File: src/hdl/skc_pkg.sv
package skc_pkg;

    // default fraction bits of the level format
    localparam int FRAC_BITS_DEF    = 8;

    localparam int LEVEL_W          = 16;
    localparam int THR_W            = 7;
    localparam int RATIO_W          = 7;
    localparam int KNEE_W           = 4;
    localparam int MAKEUP_W         = 5;
    localparam int REG_IDX_W        = 2;

    // divisor width: 2 * 127 * 15 fits in 12 bits
    localparam int DIV_W            = 12;
    // quotient bits resolved per divider stage
    localparam int DIGITS_PER_STAGE = 8;

    localparam logic signed [THR_W-1:0] THR_RST    = -7'sd22;
    localparam logic [RATIO_W-1:0]      RATIO_RST  = 7'd8;
    localparam logic [KNEE_W-1:0]       KNEE_RST   = 4'd3;
    localparam logic [MAKEUP_W-1:0]     MAKEUP_RST = 5'd5;

    typedef enum logic [REG_IDX_W-1:0] {
        REG_THRESHOLD = 2'd0,
        REG_RATIO     = 2'd1,
        REG_KNEE      = 2'd2,
        REG_MAKEUP    = 2'd3
    } t_reg_idx;

    // curve segment chosen for a beat
    typedef enum logic [1:0] {
        MODE_PASS = 2'd0,
        MODE_COMP = 2'd1,
        MODE_KNEE = 2'd2
    } t_mode;

    typedef struct packed {
        logic signed [THR_W-1:0] threshold_db;
        logic [RATIO_W-1:0]      ratio_halves;
        logic [KNEE_W-1:0]       knee_db;
        logic [MAKEUP_W-1:0]     makeup_db;
    } t_cfg;

    // side data that rides along the divider
    typedef struct packed {
        t_mode                     mode;
        logic                      neg;
        logic signed [LEVEL_W-1:0] x;
    } t_side;

endpackage

File: src/hdl/skc_front.sv
module skc_front #(
    parameter int FRAC_BITS = skc_pkg::FRAC_BITS_DEF,
    parameter int QW        = 32
) (
    input  logic                                  i_clk,
    input  logic                                  i_rst_n,
    input  skc_pkg::t_cfg                         i_cfg,
    input  logic                                  i_valid,
    output logic                                  o_stall,
    input  logic signed [skc_pkg::LEVEL_W-1:0]    i_level_in,
    output logic                                  o_valid,
    input  logic                                  i_stall,
    output logic [QW-1:0]                         o_acc,
    output logic [skc_pkg::DIV_W-1:0]             o_div,
    output skc_pkg::t_side                        o_side
);
    import skc_pkg::*;

    localparam int LW  = FRAC_BITS + 18;    // signed level difference
    localparam int DW  = FRAC_BITS + 19;    // compressed dividend
    localparam int DKW = FRAC_BITS + 4;     // knee offset, 0..knee*2^F
    localparam int SQW = 2 * DKW;
    localparam int PW  = SQW + 8;
    localparam int RKW = RATIO_W + KNEE_W;

    logic w_stall1, w_stall2, w_stall3;

    // stage 1: difference to threshold, segment select
    logic signed [LW-1:0] w_x, w_thr, w_diff, w_half;
    logic [DKW-1:0]       w_d;
    t_mode                w_mode;

    logic                      r_s1_valid;
    t_mode                     r_s1_mode;
    logic signed [LEVEL_W-1:0] r_s1_x;
    logic signed [LW-1:0]      r_s1_diff;
    logic [DKW-1:0]            r_s1_d;

    assign w_x    = LW'(i_level_in);
    assign w_thr  = LW'($signed(i_cfg.threshold_db)) <<< FRAC_BITS;
    assign w_half = $signed(LW'(i_cfg.knee_db)) <<< (FRAC_BITS - 1);
    assign w_diff = w_x - w_thr;
    assign w_d    = DKW'(w_diff + w_half);

    always_comb begin
        priority if (i_cfg.knee_db == '0) begin
            w_mode = (w_diff < 0) ? MODE_PASS : MODE_COMP;
        end else if (w_diff < -w_half) begin
            w_mode = MODE_PASS;
        end else if (w_diff > w_half) begin
            w_mode = MODE_COMP;
        end else begin
            w_mode = MODE_KNEE;
        end
    end

    always_ff @(posedge i_clk) begin
        if (!i_rst_n) begin
            r_s1_valid <= 1'b0;
        end else if (!w_stall1) begin
            r_s1_valid <= i_valid;
        end
    end

    always_ff @(posedge i_clk) begin
        if (!w_stall1) begin
            r_s1_mode <= w_mode;
            r_s1_x    <= i_level_in;
            r_s1_diff <= w_diff;
            r_s1_d    <= w_d;
        end
    end

    // stage 2: magnitude plus half divisor, knee offset squared
    logic [RATIO_W-1:0] w_rh;
    logic [LW-1:0]      w_abs;
    logic [DW-1:0]      w_mag;

    logic                      r_s2_valid;
    t_mode                     r_s2_mode;
    logic signed [LEVEL_W-1:0] r_s2_x;
    logic                      r_s2_neg;
    logic [DW-1:0]             r_s2_mag;
    logic [SQW-1:0]            r_s2_sq;

    // ratio below 1:1 behaves as 1:1
    assign w_rh  = (i_cfg.ratio_halves < RATIO_W'(2)) ? RATIO_W'(2) : i_cfg.ratio_halves;
    assign w_abs = r_s1_diff[LW-1] ? LW'(-r_s1_diff) : LW'(r_s1_diff);
    assign w_mag = {w_abs, 1'b0} + DW'(w_rh[RATIO_W-1:1]);

    always_ff @(posedge i_clk) begin
        if (!i_rst_n) begin
            r_s2_valid <= 1'b0;
        end else if (!w_stall2) begin
            r_s2_valid <= r_s1_valid;
        end
    end

    always_ff @(posedge i_clk) begin
        if (!w_stall2) begin
            r_s2_mode <= r_s1_mode;
            r_s2_x    <= r_s1_x;
            r_s2_neg  <= r_s1_diff[LW-1];
            r_s2_mag  <= w_mag;
            r_s2_sq   <= SQW'(r_s1_d) * SQW'(r_s1_d);
        end
    end

    // stage 3: knee numerator scaled, dividend and divisor chosen
    logic [RKW-1:0] w_rk;
    logic [PW-1:0]  w_prod, w_num;

    logic                 r_s3_valid;
    logic [QW-1:0]        r_s3_acc;
    logic [DIV_W-1:0]     r_s3_div;
    t_side                r_s3_side;

    assign w_rk   = RKW'(w_rh) * RKW'(i_cfg.knee_db);
    assign w_prod = PW'(r_s2_sq) * PW'(w_rh - RATIO_W'(2));
    // adding half the divisor first gives round to nearest
    assign w_num  = w_prod + (PW'(w_rk) << FRAC_BITS);

    always_ff @(posedge i_clk) begin
        if (!i_rst_n) begin
            r_s3_valid <= 1'b0;
        end else if (!w_stall3) begin
            r_s3_valid <= r_s2_valid;
        end
    end

    always_ff @(posedge i_clk) begin
        if (!w_stall3) begin
            if (r_s2_mode == MODE_KNEE) begin
                r_s3_acc <= QW'(w_num[PW-1:FRAC_BITS]);
                r_s3_div <= DIV_W'({w_rk, 1'b0});
            end else begin
                r_s3_acc <= QW'(r_s2_mag);
                r_s3_div <= DIV_W'(w_rh);
            end
            r_s3_side.mode <= r_s2_mode;
            r_s3_side.neg  <= r_s2_neg;
            r_s3_side.x    <= r_s2_x;
        end
    end

    assign w_stall3 = r_s3_valid & i_stall;
    assign w_stall2 = r_s2_valid & w_stall3;
    assign w_stall1 = r_s1_valid & w_stall2;

    assign o_stall = w_stall1;
    assign o_valid = r_s3_valid;
    assign o_acc   = r_s3_acc;
    assign o_div   = r_s3_div;
    assign o_side  = r_s3_side;

endmodule

File: src/hdl/skc_div_stage.sv
module skc_div_stage #(
    parameter int QW = 32
) (
    input  logic                          i_clk,
    input  logic                          i_rst_n,
    input  logic                          i_valid,
    output logic                          o_stall,
    input  logic [QW-1:0]                 i_acc,
    input  logic [skc_pkg::DIV_W-1:0]     i_rem,
    input  logic [skc_pkg::DIV_W-1:0]     i_div,
    input  skc_pkg::t_side                i_side,
    output logic                          o_valid,
    input  logic                          i_stall,
    output logic [QW-1:0]                 o_acc,
    output logic [skc_pkg::DIV_W-1:0]     o_rem,
    output logic [skc_pkg::DIV_W-1:0]     o_div,
    output skc_pkg::t_side                o_side
);
    import skc_pkg::*;

    // acc holds unconsumed dividend bits on top, quotient bits below
    logic [DIV_W:0]   w_try;
    logic [DIV_W-1:0] w_rem;
    logic [QW-1:0]    w_acc;

    always_comb begin
        w_rem = i_rem;
        w_acc = i_acc;
        w_try = '0;
        for (int k = 0; k < DIGITS_PER_STAGE; k++) begin
            w_try = {w_rem, w_acc[QW-1]};
            w_acc = {w_acc[QW-2:0], 1'b0};
            if (w_try >= {1'b0, i_div}) begin
                w_rem    = DIV_W'(w_try - {1'b0, i_div});
                w_acc[0] = 1'b1;
            end else begin
                w_rem = w_try[DIV_W-1:0];
            end
        end
    end

    logic             r_valid;
    logic [QW-1:0]    r_acc;
    logic [DIV_W-1:0] r_rem;
    logic [DIV_W-1:0] r_div;
    t_side            r_side;

    assign o_stall = r_valid & i_stall;

    always_ff @(posedge i_clk) begin
        if (!i_rst_n) begin
            r_valid <= 1'b0;
        end else if (!o_stall) begin
            r_valid <= i_valid;
        end
    end

    always_ff @(posedge i_clk) begin
        if (!o_stall) begin
            r_acc  <= w_acc;
            r_rem  <= w_rem;
            r_div  <= i_div;
            r_side <= i_side;
        end
    end

    assign o_valid = r_valid;
    assign o_acc   = r_acc;
    assign o_rem   = r_rem;
    assign o_div   = r_div;
    assign o_side  = r_side;

endmodule

File: src/hdl/skc_back.sv
module skc_back #(
    parameter int FRAC_BITS = skc_pkg::FRAC_BITS_DEF,
    parameter int QW        = 32
) (
    input  logic                                i_clk,
    input  logic                                i_rst_n,
    input  skc_pkg::t_cfg                       i_cfg,
    input  logic                                i_valid,
    output logic                                o_stall,
    input  logic [QW-1:0]                       i_quo,
    input  skc_pkg::t_side                      i_side,
    output logic                                o_valid,
    input  logic                                i_stall,
    output logic signed [skc_pkg::LEVEL_W-1:0]  o_level_out,
    output logic                                o_above_full_scale,
    output logic                                o_saturated
);
    import skc_pkg::*;

    localparam int YW = QW + 2;
    localparam logic signed [YW-1:0] Y_MAX = YW'(32'sd32767);
    localparam logic signed [YW-1:0] Y_MIN = YW'(-32'sd32768);

    logic signed [YW-1:0] w_q, w_x, w_thr, w_mk, w_curve, w_y;
    logic                 w_hi, w_lo;

    assign w_q   = $signed(YW'(i_quo));
    assign w_x   = YW'(i_side.x);
    assign w_thr = YW'($signed(i_cfg.threshold_db)) <<< FRAC_BITS;
    assign w_mk  = $signed(YW'(i_cfg.makeup_db)) <<< FRAC_BITS;

    always_comb begin
        unique case (i_side.mode)
            MODE_PASS: w_curve = w_x;
            MODE_COMP: w_curve = i_side.neg ? (w_thr - w_q) : (w_thr + w_q);
            MODE_KNEE: w_curve = w_x - w_q;
            default:   w_curve = w_x;
        endcase
    end

    assign w_y  = w_curve + w_mk;
    assign w_hi = (w_y > Y_MAX);
    assign w_lo = (w_y < Y_MIN);

    logic                      r_valid;
    logic signed [LEVEL_W-1:0] r_level;
    logic                      r_above;
    logic                      r_sat;

    assign o_stall = r_valid & i_stall;

    always_ff @(posedge i_clk) begin
        if (!i_rst_n) begin
            r_valid <= 1'b0;
        end else if (!o_stall) begin
            r_valid <= i_valid;
        end
    end

    always_ff @(posedge i_clk) begin
        if (!o_stall) begin
            priority if (w_hi) begin
                r_level <= Y_MAX[LEVEL_W-1:0];
            end else if (w_lo) begin
                r_level <= Y_MIN[LEVEL_W-1:0];
            end else begin
                r_level <= w_y[LEVEL_W-1:0];
            end
            r_above <= (w_y > 0);
            r_sat   <= w_hi | w_lo;
        end
    end

    assign o_valid            = r_valid;
    assign o_level_out        = r_level;
    assign o_above_full_scale = r_above;
    assign o_saturated        = r_sat;

endmodule

File: src/hdl/soft_knee_compressor_gain.sv
// Static gain curve of a soft-knee compressor, one level per beat.
// Input channel: i_in_valid / o_in_stall with i_level_in, a signed level in
//   dB with FRAC_BITS fraction bits. A beat moves when valid is high and
//   stall is low.
// Output channel: o_out_valid / i_out_stall with o_level_out (same format,
//   clamped to 16 bits), o_above_full_scale (unclamped level above 0 dB)
//   and o_saturated (clamp applied).
// Pipeline: three front stages (segment select, square, scale), one
//   divider stage per 8 quotient bits, one output stage. The restoring
//   divider sets the depth.
// Throughput: one beat per cycle, sustained, while the output is not stalled.
// Stall: each stage holds while its successor is full and stalled, so empty
//   stages still fill while the output waits; nothing is dropped or repeated.
// Reset (synchronous, active low): pipeline emptied, registers back to
//   threshold -22 dB, ratio 4:1, knee 3 dB, makeup 5 dB.
// Registers: APB at byte offsets 0 threshold, 4 ratio halves, 8 knee,
//   12 makeup. Write only while no beat is in flight.
module soft_knee_compressor_gain #(
    parameter int FRAC_BITS = skc_pkg::FRAC_BITS_DEF
) (
    input  logic                                i_clk,
    input  logic                                i_rst_n,
    // input channel
    input  logic                                i_in_valid,
    output logic                                o_in_stall,
    input  logic signed [skc_pkg::LEVEL_W-1:0]  i_level_in,
    // output channel
    output logic                                o_out_valid,
    input  logic                                i_out_stall,
    output logic signed [skc_pkg::LEVEL_W-1:0]  o_level_out,
    output logic                                o_above_full_scale,
    output logic                                o_saturated,
    // register port
    input  logic                                psel,
    input  logic                                penable,
    input  logic                                pwrite,
    input  logic [3:0]                          paddr,
    input  logic [31:0]                         pwdata,
    output logic [31:0]                         prdata,
    output logic                                pready
);
    import skc_pkg::*;

    // divider geometry: dividend width rounded up to whole stages
    localparam int DW  = FRAC_BITS + 19;
    localparam int NDS = (DW + DIGITS_PER_STAGE - 1) / DIGITS_PER_STAGE;
    localparam int QW  = NDS * DIGITS_PER_STAGE;

    // ---------------- register file ----------------
    t_cfg     r_cfg;
    t_reg_idx w_idx;
    logic     w_wr;

    assign pready = 1'b1;
    assign w_idx  = t_reg_idx'(paddr[3:2]);
    assign w_wr   = psel & penable & pwrite;

    always_ff @(posedge i_clk) begin
        if (!i_rst_n) begin
            r_cfg <= '{threshold_db: THR_RST, ratio_halves: RATIO_RST,
                       knee_db: KNEE_RST, makeup_db: MAKEUP_RST};
        end else if (w_wr) begin
            unique case (w_idx)
                REG_THRESHOLD: r_cfg.threshold_db <= $signed(pwdata[THR_W-1:0]);
                REG_RATIO:     r_cfg.ratio_halves <= pwdata[RATIO_W-1:0];
                REG_KNEE:      r_cfg.knee_db      <= pwdata[KNEE_W-1:0];
                REG_MAKEUP:    r_cfg.makeup_db    <= pwdata[MAKEUP_W-1:0];
            endcase
        end
    end

    always_comb begin
        unique case (w_idx)
            REG_THRESHOLD: prdata = 32'($signed(r_cfg.threshold_db));
            REG_RATIO:     prdata = 32'(r_cfg.ratio_halves);
            REG_KNEE:      prdata = 32'(r_cfg.knee_db);
            REG_MAKEUP:    prdata = 32'(r_cfg.makeup_db);
        endcase
    end

    // ---------------- datapath ----------------
    // index 0 is the front end output, index NDS the last divider stage
    logic             w_dv    [NDS+1];
    logic             w_ds    [NDS+1];
    logic [QW-1:0]    w_dacc  [NDS+1];
    logic [DIV_W-1:0] w_drem  [NDS+1];
    logic [DIV_W-1:0] w_ddiv  [NDS+1];
    t_side            w_dside [NDS+1];

    // remainder starts at zero for every beat
    assign w_drem[0] = '0;

    skc_front #(
        .FRAC_BITS (FRAC_BITS),
        .QW        (QW)
    ) u_front (
        .i_clk      (i_clk),
        .i_rst_n    (i_rst_n),
        .i_cfg      (r_cfg),
        .i_valid    (i_in_valid),
        .o_stall    (o_in_stall),
        .i_level_in (i_level_in),
        .o_valid    (w_dv[0]),
        .i_stall    (w_ds[0]),
        .o_acc      (w_dacc[0]),
        .o_div      (w_ddiv[0]),
        .o_side     (w_dside[0])
    );

    for (genvar g = 0; g < NDS; g++) begin : g_div
        skc_div_stage #(
            .QW (QW)
        ) u_div (
            .i_clk   (i_clk),
            .i_rst_n (i_rst_n),
            .i_valid (w_dv[g]),
            .o_stall (w_ds[g]),
            .i_acc   (w_dacc[g]),
            .i_rem   (w_drem[g]),
            .i_div   (w_ddiv[g]),
            .i_side  (w_dside[g]),
            .o_valid (w_dv[g+1]),
            .i_stall (w_ds[g+1]),
            .o_acc   (w_dacc[g+1]),
            .o_rem   (w_drem[g+1]),
            .o_div   (w_ddiv[g+1]),
            .o_side  (w_dside[g+1])
        );
    end

    skc_back #(
        .FRAC_BITS (FRAC_BITS),
        .QW        (QW)
    ) u_back (
        .i_clk              (i_clk),
        .i_rst_n            (i_rst_n),
        .i_cfg              (r_cfg),
        .i_valid            (w_dv[NDS]),
        .o_stall            (w_ds[NDS]),
        .i_quo              (w_dacc[NDS]),
        .i_side             (w_dside[NDS]),
        .o_valid            (o_out_valid),
        .i_stall            (i_out_stall),
        .o_level_out        (o_level_out),
        .o_above_full_scale (o_above_full_scale),
        .o_saturated        (o_saturated)
    );

endmodule
File: config.mk
export PLATFORM = sky130hd
export DESIGN_NAME = soft_knee_compressor_gain
export DESIGN_NICKNAME = d
export VERILOG_FILES = /design/src/hdl/skc_pkg.sv /design/src/hdl/skc_front.sv /design/src/hdl/skc_div_stage.sv /design/src/hdl/skc_back.sv /design/src/hdl/soft_knee_compressor_gain.sv
export SDC_FILE = /design/constraint.sdc
export NUM_CORES = 2
export LEC_CHECK = 0
export BUFFER_PORTS_ARGS = -buffer_cell sky130_fd_sc_hd__buf_2
export CORE_ASPECT_RATIO = 1.4
export CORE_UTILIZATION = 30
export DETAILED_ROUTE_END_ITERATION = 6
export PLACE_DENSITY = 0.54
export SYNTH_ARGS = -nofsm -noshare
export SYNTH_HDL_FRONTEND = slang
export SYNTH_SLANG_ARGS = --single-unit
File: constraint.sdc
create_clock -name i_clk -period 28.1 [get_ports i_clk]
set_clock_uncertainty 0.15 [all_clocks]
set_input_delay 1.405 -clock i_clk [delete_from_list [all_inputs] [get_ports i_clk]]
set_output_delay 1.405 -clock i_clk [all_outputs]
set_load 0.01 [all_outputs]
# Word-level counts from Yosys, hierarchy flattened
# Cells that the tools add are included.
[word_totals]
regBits = 505
latch_bits = 0
ram_bits = 0
rom_bits = 0
in_bits = 59
out_inout_bits = 53
mem_count = 0
[classes]
add_sub_neg = 42
mul = 3
div_mod_pow = 0
order_cmp = 39
n_eq_ne = 6
shift = 0
mux = 75
bitwise = 11
n_reduce_logical = 6
[op_table]
columns = ["op", "count"]
rows = [
  ["$ge 13x12->1", 31],
  ["$mux 12", 31],
  ["$sub 12x12->12", 30],
  ["$pmux 32 s4", 1],
  ["$pmux 34 s2", 1],
  ["$add 15x33->34", 1],
  ["$add 34x14->34", 1],
  ["$gt 34x1->1 const B", 1],
  ["$gt 34x16->1 const B", 1],
  ["$lt 34x16->1 const B", 1],
  ["$mux 34", 1],
  ["$sub 15x33->34", 1],
  ["$sub 16x33->34", 1],
  ["$mux 1", 33],
  ["$add 32x19->32", 1],
  ["$mul 24x32->32", 1],
  ["$add 27x6->27", 1],
  ["$lt 17x26->1", 1],
  ["$mux 26", 1],
  ["$neg 11->26", 1],
  ["$neg 17->26", 1],
  ["$mul 12x12->24", 1],
  ["$mux 24", 1],
  ["$gt 17x12->1", 1],
  ["other kinds (18)", 37],
]

# Longest topological paths before layout
[logic_depth]
depth_word = 16
depth_mapped = 112

# Hierarchy
# Synthesis repeated with hierarchy kept, for this count alone.
[unflattened]
cells_unflattened = 6390
area_unflattened_um2 = 59355.7
[modules_own_cells]
columns = ["mod", "n_inst", "cells_each", "area_per_inst_um2", "seq_area_each_um2"]
rows = [
  ["skc_div_stage (g_div[1].u_div ...)", 3, 807, 7897.6, 2272.2],
  ["skc_front", 1, 1766, 17927.2, 4804.6],
  ["skc_div_stage (g_div[0].u_div)", 1, 895, 8274.2, 2272.2],
  ["skc_back", 1, 1170, 8155.3, 560.5],
  ["soft_knee_compressor_gain", 1, 138, 1306.3, 460.4],
]

# Worst setup path after synthesis
# Ideal clock, no wire load.
[synth_timing]
path_kind = "reg2reg"
start = "reg g_div[2].u_div.r_div[1]"
end = "reg g_div[3].u_div.r_acc[0] (data pin)"
setup_ps = 267
arrival_time_ps = 19845
required_ps = 27683
path_slack_ps = 7837
stages_incl_launch_ff = 107
path_buffers = 8
synth_period_minus_slack_ps = 20263
path_cell_list = "edfxtp_1 > inv_1 > ha_1 > nor2b_1 > o21ai_0 > a21o_1 > a21oi_2 > o221ai_2 > nand2_1 > buf_2 > o21ai_0 > inv_1 > ha_1 > a21oi_1 > o211ai_1 > a221oi_2 > a21oi_1 > nor3_4 > [... 71 more ...] > or2_1 > clkbuf_1 > buf_6 > a21oi_1 > ha_1 > a21o_1 > a21o_1 > a21o_1 > a21o_1 > a21o_1 > a21o_1 > a21oi_1 > nor2b_1 > o21ai_0 > nand2b_1 > a21o_1 > a21oi_1 > o211ai_1"
[synth_between]
elab_chain_len = 16
[synth_rtl]
columns = ["item", "line_no", "text"]
rows = [
  ["start, declared", "skc_div_stage.sv:45", "logic [DIV_W-1:0] r_div;"],
  ["start signal, assigned", "skc_div_stage.sv:62", "r_div <= i_div;"],
  ["$sub 12x12->12 or $ge 13x12->1 (tied branches)", "skc_div_stage.sv:34, skc_div_stage.sv:33", ""],
  ["$mux 12", "skc_div_stage.sv:33", "if (w_try >= {1'b0, i_div}) begin"],
  ["$sub 12x12->12 or $ge 13x12->1 (tied branches)", "skc_div_stage.sv:34, skc_div_stage.sv:33", ""],
  ["$mux 12", "skc_div_stage.sv:33", ""],
  ["$sub 12x12->12 or $ge 13x12->1 (tied branches)", "skc_div_stage.sv:34, skc_div_stage.sv:33", ""],
  ["$mux 12", "skc_div_stage.sv:33", ""],
  ["$sub 12x12->12 or $ge 13x12->1 (tied branches)", "skc_div_stage.sv:34, skc_div_stage.sv:33", ""],
  ["$mux 12", "skc_div_stage.sv:33", ""],
  ["$sub 12x12->12 or $ge 13x12->1 (tied branches)", "skc_div_stage.sv:34, skc_div_stage.sv:33", ""],
  ["$mux 12", "skc_div_stage.sv:33", ""],
  ["$sub 12x12->12 or $ge 13x12->1 (tied branches)", "skc_div_stage.sv:34, skc_div_stage.sv:33", ""],
  ["$mux 12", "skc_div_stage.sv:33", ""],
  ["$sub 12x12->12 or $ge 13x12->1 (tied branches)", "skc_div_stage.sv:34, skc_div_stage.sv:33", ""],
  ["$mux 12", "skc_div_stage.sv:33", ""],
  ["$ge 13x12->1 *", "skc_div_stage.sv:33", ""],
  ["$mux 1 *", "skc_div_stage.sv:33", ""],
  ["net g_div[3].u_div.w_acc[0]", "skc_div_stage.sv:24", "logic [QW-1:0] w_acc;"],
  ["end signal, assigned", "skc_div_stage.sv:60", "r_acc <= w_acc;"],
  ["end, declared", "skc_div_stage.sv:43", "logic [QW-1:0] r_acc;"],
]
# Mark *: on every way through the listed nets, which the timed path passes. The rest lies on a longest branch.
# A chain may end at the register's enable or synchronous reset.

# Final worst setup path
[layout_timing]
start = "reg g_div[0].u_div.r_div[1]"
end = "reg g_div[1].u_div.r_rem[1] (data pin)"
[layout_between]
elab_chain_len = 16
[layout_rtl]
columns = ["item", "line_no", "text"]
rows = [
  ["start, declared", "skc_div_stage.sv:45", ""],
  ["start signal, assigned", "skc_div_stage.sv:62", ""],
  ["$sub 12x12->12 or $ge 13x12->1 (tied branches)", "skc_div_stage.sv:34, skc_div_stage.sv:33", ""],
  ["$mux 12", "skc_div_stage.sv:33", ""],
  ["$sub 12x12->12 or $ge 13x12->1 (tied branches)", "skc_div_stage.sv:34, skc_div_stage.sv:33", ""],
  ["$mux 12", "skc_div_stage.sv:33", ""],
  ["$sub 12x12->12 or $ge 13x12->1 (tied branches)", "skc_div_stage.sv:34, skc_div_stage.sv:33", ""],
  ["$mux 12", "skc_div_stage.sv:33", ""],
  ["$sub 12x12->12 or $ge 13x12->1 (tied branches)", "skc_div_stage.sv:34, skc_div_stage.sv:33", ""],
  ["$mux 12", "skc_div_stage.sv:33", ""],
  ["$sub 12x12->12 or $ge 13x12->1 (tied branches)", "skc_div_stage.sv:34, skc_div_stage.sv:33", ""],
  ["$mux 12", "skc_div_stage.sv:33", ""],
  ["$sub 12x12->12 or $ge 13x12->1 (tied branches)", "skc_div_stage.sv:34, skc_div_stage.sv:33", ""],
  ["$mux 12", "skc_div_stage.sv:33", ""],
  ["$ge 13x12->1 or $sub 12x12->12 (tied branches)", "skc_div_stage.sv:33, skc_div_stage.sv:34", ""],
  ["$mux 12", "skc_div_stage.sv:33", ""],
  ["$sub 12x12->12 or $ge 13x12->1 (tied branches)", "skc_div_stage.sv:34, skc_div_stage.sv:33", ""],
  ["$mux 12 *", "skc_div_stage.sv:33", ""],
  ["net g_div[1].u_div.w_rem[1]", "skc_div_stage.sv:23", "logic [DIV_W-1:0] w_rem;"],
  ["end signal, assigned", "skc_div_stage.sv:61", "r_rem <= w_rem;"],
  ["end, declared", "skc_div_stage.sv:44", "logic [DIV_W-1:0] r_rem;"],
]
# Marked as above.

==> impl_metrics.json <==
{
  "busiest_layer": "met2",
  "numPortBuffers": 83,
  "cts_buffer_depth": 3,
  "final_hold_viol_count": 0,
  "crit_path_max_fanout": 19,
  "numClockSinks": 483,
  "first_pass_iters": 7,
  "setup_ws_ns": 3.69,
  "grt_usage_pct": 16.6,
  "ys_seq_area_share_pct": 24.7,
  "vias_per_cell": 5.15,
  "drv_slew": 0,
  "met1_usage_pct": 18.2,
  "crit_path_end_kind": "flip-flop",
  "fin_crit_sh_pct": 86.9,
  "clk_pin_slew_worst_paths_ns": 0.07,
  "cts_max_level": 2,
  "cts_setup_buffers": 0,
  "drcViolationCount": 1,
  "critical_path_class": "reg2reg",
  "synth_area_um2": 57500,
  "grt-ovfl-total": 0,
  "violations": "design-rule violations",
  "antenna_found_initial": 8,
  "ys_ff_latch": 483,
  "relSlewSlack_pct": 9.45,
  "rsz0062_at_grt": "false",
  "fp.dieW_um": 372,
  "grt_pass1_wl_um": 253000,
  "area_delta_synth_final_pct": 8.21,
  "rows": 189,
  "clk_root_buffer_cell": "clkbuf_16",
  "worst-slew-pin-transition_ns": 1.35,
  "dp_hpwl_um": 133000,
  "dp_slack_ns": 3.70,
  "clock_latency_ns": 0.63,
  "ys_types": 122,
  "use_met3_pct": 1.39,
  "grt_start_max_net_pins": 69,
  "drive_gt1_share_pct": 8.32,
  "cts_buffers": 50,
  "cts_resized": 0,
  "worstPathRequired_ns": 28.32,
  "ys_async_sr_fraction_pct": 0,
  "wl_per_cell_um": 18.8,
  "syn-mean-instance-area_um2": 9.43,
  "max_stage_delay_ns": 0.75,
  "grt_pass1_vias": 46000,
  "yosysWarningCount": 0,
  "place_congestion": 0.915,
  "setup_viol": 0,
  "fin_tns_setup_ns": 0,
  "outcome": "complete, but fails checks",
  "cp_slowest_cell": "edfxtp_1",
  "core_area_um2": 190000,
  "worstSetupStartpointType": "flip-flop",
  "grt_use_met2_pct": 31.9,
  "min_path_type": "reg2reg",
  "critPathArrivalTime_ns": 24.63,
  "fill_cells": 19600,
  "routed-via-count": 44500,
  "crit_top_cell": "o21ai_0",
  "holdBufCountCts": 0,
  "io_pins": 112,
  "fp.dieH_um": 520,
  "drv_cap": 0,
  "syn_inst": 6097,
  "cts_tree": "built",
  "wirelength_um": 163000,
  "dieArea_um2": 194000,
  "final_nets": 7232,
  "drtIter0Drc": 2481,
  "synth_ff_type": "edfxtp_1",
  "initial_core_util_pct": 30.3,
  "ant_nets": 0,
  "synth-edff-count": 452,
  "fmax_mhz": 41.0,
  "min_period_ns": 24.41
}
## cell usage in the layout, fill, tap and decap left out, types with 30 or more instances in the layout
cell type	n
a211oi_1	48
a21boi_0	49
a21o_1	137
a21oi_1	335
a31oi_1	30
and2_1	113
and3_1	56
buf_2	83
buf_4	46
clkbuf_16	50
dfxtp_1	31
edfxtp_1	452
fa_1	385
ha_1	662
inv_1	714
mux2_2	178
mux2i_1	83
nand2_1	451
nand2b_1	91
nand3_1	72
nand4_1	79
nor2_1	355
nor2b_1	121
nor3_1	116
nor4_1	36
o211ai_1	48
o21a_1	86
o21ai_0	308
o21bai_1	46
o31ai_1	36
or3_1	30
xnor2_1	254
xor2_1	117
## cell families after synthesis
family                   Yosys count  share of synthesized area [%]
AND/OR/NAND/NOR                 1630                           14.2
AO/OA/AOI/OAI                   1373                           15.9
adder cells (fa/ha/maj)         1047                           27.8
buffers and inverters            907                           6.24
flip-flops                       483                           24.7
XOR/XNOR                         372                           5.66
multiplexers                     283                           5.55
other                              2                         0.0131
## synth_stat cells (all sizes together) (79+ instances only)
cell type	number	area (um^2)
a21oi	339	1720
edfxtp	452	13600
xnor2	255	2230
clkbuf	111	417
fa	385	7710
mux2i	85	858
mux2	194	2240
nand2	453	1700
nand4	79	494
nor2b	121	757
inv	732	2750
nand2b	93	589
and2	115	719
a21o	137	1030
ha	662	8280
o21ai	319	1610
nor3	119	612
xor2	117	1020
nor2	356	1340
o21a	87	654
## flip-flops by register name, indices dropped and copies added, names as in the netlist, 19 cells and up
| name | count |
|---|---|
| u_front.o_side | 19 |
| u_front.r_s2_mag | 27 |
| g_div.u_div.o_side | 76 |
| r_cfg | 23 |
| g_div.u_div.o_rem | 36 |
| g_div.u_div.o_div | 36 |
| u_front.o_acc | 27 |
| u_front.r_s2_sq | 23 |
| g_div.u_div.o_acc | 128 |
## routing by layer
| layer | vias up | part of all wire (%) |
|---|---|---|
| met4 | 4 | 4.9 |
| met1 | 21800 | 39 |
| met2 | 844 | 53 |
| met3 | 292 | 3.3 |
| li1 | 21600 | - |
| met5 | - | 0.017 |
## path summary, 6_finish.rpt
path | endpoint | cells after the start | slack, ns | startpoint
setup / recovery | g_div[1].u_div.o_rem[1] | 96 | 3.69 | g_div[0].u_div.o_div[1]
hold reg to reg | u_front.o_side[3] | 0 | 0.24 | u_front.r_s2_x[3]
setup reg to reg | g_div[1].u_div.o_rem[1] | 96 | 3.69 | g_div[0].u_div.o_div[1]
hold / removal | u_front.o_side[3] | 0 | 0.24 | u_front.r_s2_x[3]
## cell type report
| cell class | instances | area (um^2) | area share (%) |
|---|---|---|---|
| clock buffer | 55 | 1270 | 2.04 |
| sequential | 483 | 14200 | 22.8 |
| inverter | 734 | 2760 | 4.43 |
| multi-input combinational | 4728 | 39900 | 64.0 |
| antenna | 2 | 5.00 | 0.00804 |
| tap | 2483 | 3110 | 4.99 |
| timing repair buffer | 129 | 761 | 1.22 |
| clock inverter | 37 | 298 | 0.478 |
## stage by stage
stage | area (um^2) | hold slack (ns) | utilization [%] | cells
2_1_floorplan | 57600 | 0.250 | - | 6118
3_3_place_gp | 60700 | 0.252 | 32.0 | 8557
3_5_place_dp | 60700 | 0.255 | 32.0 | 8557
5_1_grt | 62200 | 0.248 | 32.8 | 8649
4_1_cts | 62200 | 0.238 | 32.8 | 8649
6_report | 62200 | 0.240 | 32.8 | 8651
## critical path: cells and delay by family (launching register included)
family / cells / cell delay, ns
buffers and inverters: 9 / 1.44
and+or+nand+nor: 20 / 3.70
DFF: 1 / 0.75
muxes: 6 / 2.78
adders and majority gates: 8 / 2.45
AOI/OAI and AO/OA: 53 / 12.83
Power is left out: the tool's default activity adds up to more than one toggle a clock period on the data nets, which glitch-free logic cannot reach.
